## src/sv/ffba_ram.sv

```systemverilog
// ----------------------------------------------------------------------------
// ffba_ram: generic single-port-write, single-port-read RAM
// One write and one registered read per cycle.
// ----------------------------------------------------------------------------
module ffba_ram #(
	parameter int WIDTH = 8,
	parameter int DEPTH = 16
) (
	input  logic                     clk,
	input  logic                     we,
	input  logic [$clog2(DEPTH)-1:0] waddr,
	input  logic [WIDTH-1:0]         wdata,
	input  logic                     re,
	input  logic [$clog2(DEPTH)-1:0] raddr,
	output logic [WIDTH-1:0]         rdata
);

	logic [WIDTH-1:0] mem_q [DEPTH];

	always_ff @(posedge clk) begin
		if (we) begin
			mem_q[waddr] <= wdata;
		end
		if (re) begin
			rdata <= mem_q[raddr];
		end
	end

endmodule

```

## config.mk

```make
export PLATFORM = sky130hd
export DESIGN_NAME = ffba_ram
export DESIGN_NICKNAME = d
export VERILOG_FILES = /design/src/sv/ffba_ram.sv
export SDC_FILE = /design/constraint.sdc
export NUM_CORES = 1
export LEC_CHECK = 0
export BUFFER_PORTS_ARGS = -buffer_cell sky130_fd_sc_hd__buf_4
export CORE_UTILIZATION = 60
export DETAILED_ROUTE_END_ITERATION = 16
export GPL_ROUTABILITY_DRIVEN = 0
export HOLD_SLACK_MARGIN = 0.1
export PLACE_DENSITY = 0.75
export SYNTH_ARGS = -nofsm -noshare
export SYNTH_HDL_FRONTEND = slang
export SYNTH_SLANG_ARGS = --single-unit
```

## constraint.sdc

```tcl
create_clock -name clk -period 2 [get_ports clk]
set_clock_uncertainty 0.2 [all_clocks]
set_input_delay 0.1 -clock clk [delete_from_list [all_inputs] [get_ports clk]]
set_output_delay 0.1 -clock clk [all_outputs]
set_load 0.005 [all_outputs]
```

# --- Word-level counts from Yosys, hierarchy flattened ---
# Memory sizes are Yosys's and may differ from the RTL's. A register that Yosys moved wholly into a read port is not among the register bits.
# Index checks and enable logic that the tools add are counted.
totals:
  regBits: 0
  ramBits: 128
  in_bits: 19
  output_inout_bits: 8
  wordCells: 3
  mem_count: 1
classes:
  mux: 2
mem_list:
  columns: ["memory", "depth", "word_bits", "rd", "rd_clocked_by_memory_dff", "wr", "line", "rtl"]
  rows:
  - ["mem_q", 16, 8, 1, 1, 1, "18", "logic [WIDTH-1:0] mem_q [DEPTH];"]
ops:
  columns: ["op", "n"]
  rows:
  - ["two-way mux 1 bit", 2]

# --- Longest topological paths before layout ---
# Gate-level depths: netlist (run 1).
logic_depth:
  ltp_word: 2
  mapped_depth: 5
  ltp_nobuf: 3

# --- Worst setup path after synthesis (run 1) ---
# Ideal clock, no wire load.
synth_path:
  kind: "input to register"
  from: "input port waddr[2]"
  to: "memory mem_q[0][0] (enable)"
  setup_time_ns: 0.383
  arrival_time_ns: 1.210
  required_time_ns: 1.417
  slack_ns: 0.207
  path_stages: 2
  n_path_buf: 0
  path_cell_list: "or3b_2 -> nor3_1"
synth_rtl:
  columns: ["item", "line", "rtl"]
  rows:
  - ["from (decl)", "11", "input logic [$clog2(DEPTH)-1:0] waddr,"]
  - ["to (decl)", "18", null]
# Straight into the memory's write port.

# --- Worst setup path after layout (run 1) ---
layout_path:
  from: "input port waddr[2]"
  to: "memory mem_q[8][3] (enable)"
# Straight into the memory's write port.

==> results of run 1 <==
## stage by stage
step / power [mW] / utilization, % / worst slack [ns] / hold WS [ns] / cells
floorplan: 3.45 / - / 0.207 / -0.00113 / 229
global placement: 3.59 / 68.0 / 0.179 / 0.200 / 372
detailed placement: 3.61 / 68.0 / 0.166 / 0.205 / 372
CTS: 6.54 / 77.6 / 0.128 / 0.221 / 427
global route: 6.70 / 77.6 / 0.0102 / 0.235 / 427
finish: 6.50 / 77.6 / 0.0945 / 0.252 / 427
## worst paths after layout
path                               endpoint    startpoint  slack (ns)  depth (start not counted)
worst max-delay path            mem_q[8][3]      waddr[2]        0.09                          6
worst min-delay path            mem_q[4][7]      wdata[7]        0.25                          2
worst max register to register     rdata[7]  mem_q[11][7]        0.22                          3
worst min register to register     rdata[4]   mem_q[4][4]        0.57                          3
## repair_timing
| action | 4_1_cts | 5_1_grt |
|---|---|---|
| resized for setup | 0 | 1 |
| setup endpoints to repair | 0 | 1 |
| endpoints found under the hold margin | 272 | 0 |
| hold buffers | 23 | 0 |
## per-layer routing
layer | vias up | part of all wire, % | track usage (%)
met2 | 131 | 52 | 41.4
met4 | 0 | 1.1 | 10.7
li1 | 1142 | - | -
met5 | - | 0 | 0
met3 | 10 | 8.6 | 7.81
met1 | 1280 | 38 | 31.6
## cells by family (layout without fill, tap and decap cells)
logic type / Yosys count / in the layout / synth area share, %
AO/OA/AOI/OAI: 16 / 16 / 2.30
flip-flops: 136 / 136 / 78.1
AND/OR/NAND/NOR: 35 / 35 / 3.14
buffers and inverters: 10 / 103 / 1.65
multiplexers: 32 / 32 / 14.8
## where the power goes
group          switching [mW]  internal, mW  leakage, nW
sequential             0.0214          3.21         1.24
combinational           0.172         0.177        0.718
clock                    1.14          1.78        0.271
## layout make-up
| cell class | count | area share (%) |
|---|---|---|
| well taps | 105 | 2.03 |
| clock buffers | 18 | 6.45 |
| flip-flops and latches | 136 | 63.1 |
| multi-input cells | 83 | 16.4 |
| clock inverters | 14 | 2.34 |
| repair buffers | 71 | 9.70 |
## synthesized netlist by cell type
cell type,number
a22oi_1,16
and2_1,1
and2b_1,1
buf_2,3
buf_4,1
buf_6,3
clkdlybuf4s25_2,3
edfxtp_1,136
mux4_1,14
mux4_2,18
nand2_1,9
nand2b_1,2
nand3_1,1
nand3b_1,2
nor2_1,13
nor2b_1,1
nor3_1,4
or3b_2,1
## sequential cells by signal, indices dropped and copies added, names as in the netlist
register  flops
mem_q       128
rdata         8
==> key figures, run 1 <==
Timing
  – Max Fclk: 525 MHz
  – TNS Setup: 0 ns
  – Tcrit/Tclk final: around 95%
  – Slew @ Worst Pin: around 0.38 ns
  – RSZ-0062 raised after global routing: no
  – Fin. Hold Viols: 0
  – Setup violations, final: 0
  – Tmin final: 1.91 ns
  – Worst slew margin: approximately 75%
  – Slew Viols, Final: 0

Power
  – Static leakage: between 2 and 2.5 nW
  – Worst vdd ir: 836 uV
  – Pwr Density: between 1000 and 1500 nW/um^2

Clock network
  – Post-CTS Setup Bufs: 0
  – # clock sinks: 136
  – Worst-path clk slew: approximately 0.06 ns
  – CTS buffer count: 17
  – Root Driver: clkbuf_8
  – Max H-tree Level: 4
  – Worst-skew pair later-pin latency: 0.51 ns
  – CTS tree: done
  – Clock buffer depth: 2

Floorplanning
  – Initial Util: 62.7%
  – Die area: 9090 sq um
  – Num ports: 27
  – Core box area: 8340 sq um
  – Die Width: approximately 95 microns
  – Chip Height: roughly 95 microns
  – Core Rows: 33

Routing
  – Pre-antenna DRT Iters: 4
  – Vias per std cell: about 6.0
  – Initial DRC count: roughly 230
  – Post-detailed-routing wire length: just over 10000 microns
  – Via Count: between 2k and 3k
  – ANT nets after route: 0
  – # DRC: 0
  – DR WL/cell: around 24 microns

Synth
  – Syn Nets: approximately 250
  – Seq cells post-synth: around 140
  – Synth area leaders: edfxtp_1 (78%), mux4_2 (7.8%), mux4_1 (7.0%)
  – Synthesis Warnings: 0
  – Yosys top cell by area: edfxtp_1
  – Post-synth top area share: between 70% and 80%
  – Post-synth cell types: 18
  – Avg Inst Size Synth: between 20 and 25 sq um
  – Sequential area share after synthesis: slightly below 80%
  – Synth Instances: about 230
  – Synth Cell Area: 5230 sq um

Worst setup path
  – Worst Setup End Kind: register
  – Critical-path top delay cell: dlygate4sd3_1
  – Worst EP required: 2.00 ns
  – Crit-path cells: buf_4, dlygate4sd3_1, nand3b_1, dlygate4sd3_1, nor3_2, buf_4
  – Max stage delay on crit path: slightly above 0.6 ns
  – Worst Path Arrival: 1.91 ns
  – CP Launch Type: primary input
  – Worst Path Max Fanout: 8
  – Delay-heaviest family, CP: buffers and inverters
  – Worst setup path category: in2reg
  – WP buf/inv: 4

Global route
  – Vias in the first global route: 2727
  – Final global-route overflow total: 0
  – GRT Total Usage: roughly 25%
  – Pin count of the biggest net entering global routing: 22
  – Antenna violations before repair: 0
  – First-pass GRT wire length: between 15000 and 20000 microns

Finish
  – Area of the multi-input gates: roughly 1100 sq um
  – Most frequent cells in the layout: edfxtp_1 (136), buf_4 (45), dlygate4sd3_1 (23)
  – Most common cell after layout, fill and taps aside: edfxtp_1
  – Fin area: ~6500 sq um
  – # diodes: 0
  – Share of layout cells above drive strength 1: a little under a third
  – Fin nets: 328
  – Fill cells: roughly 420
  – Register area: roughly 4100 sq um
  – Area grow syn2layout: 23.9%

Run status
  – Run status: completed

Hold path
  – Worst Hold Class: in2reg

Placement
  – IO buf count: 26
  – Placed cell areas: between 5000 and 6000 sq um
  – Dpl hpwl: 6020 microns

Job
  – Max-cap violation count: 0
No activity file was read; power rests on OpenSTA's default activity.
==> run 2: changes to the inputs <==
--- a/config.mk
+++ b/config.mk
@@ -6,11 +6,11 @@
 export NUM_CORES = 1
 export LEC_CHECK = 0
 export BUFFER_PORTS_ARGS = -buffer_cell sky130_fd_sc_hd__buf_4
-export CORE_UTILIZATION = 60
+export CORE_UTILIZATION = 65
 export DETAILED_ROUTE_END_ITERATION = 16
 export GPL_ROUTABILITY_DRIVEN = 0
 export HOLD_SLACK_MARGIN = 0.1
-export PLACE_DENSITY = 0.75
+export PLACE_DENSITY = 0.81
 export SYNTH_ARGS = -nofsm -noshare
 export SYNTH_HDL_FRONTEND = slang
 export SYNTH_SLANG_ARGS = --single-unit
==> constraint.sdc (replaced) <==
create_clock -name clk -period 2.4 [get_ports clk]
set_clock_uncertainty 0.2 [all_clocks]
set_input_delay 0.12 -clock clk [delete_from_list [all_inputs] [get_ports clk]]
set_output_delay 0.12 -clock clk [all_outputs]
set_load 0.005 [all_outputs]
==> run 2 against run 1 <==
Net effect: core utilization up 4.9 points; global-route usage up 4.4 points; via count up 0.98%; critical path type unchanged; non-clock buffer count down 7; design area down 0.95%; sequential share of layout area up 0.60 points; critical path depth up 1; clock power down 11%; count of clock-buffer cells in the layout up 1; total power down 14%; routed wire length up 7.0%.
==> key figures, run 2 (synthesis gave the netlist of run 1 again) <==
Run status
  – Run status: completed

Worst setup path
  – Worst Setup End Kind: register
  – Flop-to-flop setup slack: roughly 0.23 ns
  – CP Capture Point: rdata[3]
  – Worst Path Arrival: about 2.4 ns
  – Worst EP required: ~2.6 ns
  – Worst Path Max Fanout: 7
  – Worst reg2reg path endpoint: rdata[3]
  – Worst setup path category: in2reg
  – R2R cell count: 4
  – CP startpoint: raddr[3]
  – CP Launch Type: primary input
  – R2r startpoint: mem_q[1][3]

Routing
  – Pre-antenna DRT Iters: 4
  – ANT nets after route: 0
  – Post-detailed-routing wire length: ~11000 microns
  – # DRC: 0
  – Initial DRC count: between 200 and 250
  – Via Count: roughly 2.6k
  – DR WL/cell: 26.3 microns
  – Vias per std cell: about 6.2

Power
  – Worst vdd ir: ~640 uV
  – Psw: 1.10 mW
  – Pwr Density: 872 nW/um^2
  – Sw Ratio: 19.6%
  – Int Power: approximately 4.5 mW
  – Static leakage: 2.21 nW
  – Tot Pwr: 5.59 mW
  – Clock power frac: a little under half
  – Gate power share: under 10%
  – Seq pwr share: 48.2%

Timing
  – Post-layout worst setup margin: approximately 0.14 ns
  – Slew Viols, Final: 0
  – Worst slew margin: about 48%
  – Fin. Hold Viols: 0
  – Tmin final: between 2 and 2.5 ns
  – Setup violations, final: 0
  – RSZ-0062 raised after global routing: no
  – Final Hold Slack: around 0.086 ns
  – Tcrit/Tclk final: between 90 and 100%
  – TNS Setup: 0 ns
  – Max Fclk: around 440 MHz
  – Slew @ Worst Pin: a little under 0.8 ns

Floorplanning
  – Core Rows: 32
  – Die Width: 91.7 microns
  – Chip Height: 91.7 microns
  – Initial Util: ~67%
  – Die area: 8410 sq um
  – Core box area: ~7800 sq um
  – Num ports: 27

Finish
  – Largest registers: mem_q: 128 flops, rdata: 8 flops
  – Most frequent cells in the layout: edfxtp_1 (136), buf_4 (43), dlygate4sd3_1 (20)
  – Largest register FFs: between 100 and 150
  – Largest Register: mem_q
  – Area grow syn2layout: 22.7%
  – Share of layout cells above drive strength 1: between 20% and 30%
  – # diodes: 0
  – Most common cell after layout, fill and taps aside: edfxtp_1
  – Fin nets: approximately 320

Clock network
  – Worst-path clk slew: 0.06 ns
  – CTS tree: done
  – Post-CTS Setup Bufs: 0
  – CTS buffer count: 17
  – # clock sinks: 136
  – Worst-skew pair later-pin latency: between 0.5 and 0.6 ns
  – Max H-tree Level: 4
  – Clock buffer depth: 2
  – Root Driver: clkbuf_8

Global route
  – Vias in the first global route: 2762
  – Pin count of the biggest net entering global routing: 33
  – First-pass GRT wire length: ~17000 microns
  – GRT Total Usage: 29.7%
  – Antenna violations before repair: 0
  – Final global-route overflow total: 0

Hold path
  – Worst Hold Class: in2reg
  – Hold Path Cell Cnt: 4

Placement
  – IO buf count: 26
  – Dpl hpwl: 5880 microns
  – Worst slack, placed: around 0.38 ns

Job
  – Max-cap violation count: 0
-- run 2: repair_timing --
item,in CTS,in global routing
hold buffers,20,0
endpoints found under the hold margin,267,0
endpoints found under the setup margin,0,1
gates resized for setup,0,1
-- run 2: critical path: stages --
cell and delay [ns]:
dlygate4sd3_1 0.55, buf_4 0.15, nor2_2 0.28, dlygate4sd3_1 0.61, a22oi_1 0.08, dlygate4sd3_1 0.58
nand2_1 0.07
-- run 2: area by class of cell --
cell class	instances	area (sq um)
clock buffers	19	422
clock inverters	13	178
fillers	355	1350
multi-input cells	83	1060
flip-flops and latches	136	4080
well taps	102	128
repair buffers	64	543
-- run 2: how the worst min path moves through the flow --
stage	start	slack (ns)	to
6_report	raddr[2]	0.09	rdata[2]
5_1_grt	raddr[2]	0.12	rdata[7]
4_1_cts	raddr[2]	0.12	rdata[4]
3_5_place_dp	re	0.22	rdata[0]
3_3_place_gp	wdata[2]	0.22	mem_q[14][2]
2_1_floorplan	wdata[0]	0.02	mem_q[0][0]
-- run 2: through the flow --
step	util, %	area, sq um	cells
after floorplan	-	5230	229
after global placement	72.2	5610	365
after detailed placement	72.2	5610	365
after CTS	82.5	6410	417
after global routing	82.6	6410	417
final	82.6	6410	417
-- run 2: routing by layer --
layer | track usage [%] | part of all wire (%) | vias up
met1 | 37.1 | 35 | 1281
met5 | 0 | 0 | -
met3 | 8.13 | 8.2 | 23
li1 | - | - | 1131
met2 | 49.3 | 54 | 153
met4 | 13.5 | 3.1 | 0
-- run 2: power by group through the flow --
stage / sequential (mW) / combinational (mW) / clock [mW]
finish: 2.70 / 0.285 / 2.61
global route: 2.70 / 0.303 / 2.74
CTS: 2.70 / 0.285 / 2.64
detailed placement: 2.74 / 0.247 / 0
global placement: 2.74 / 0.240 / 0
floorplan: 2.74 / 0.135 / 0
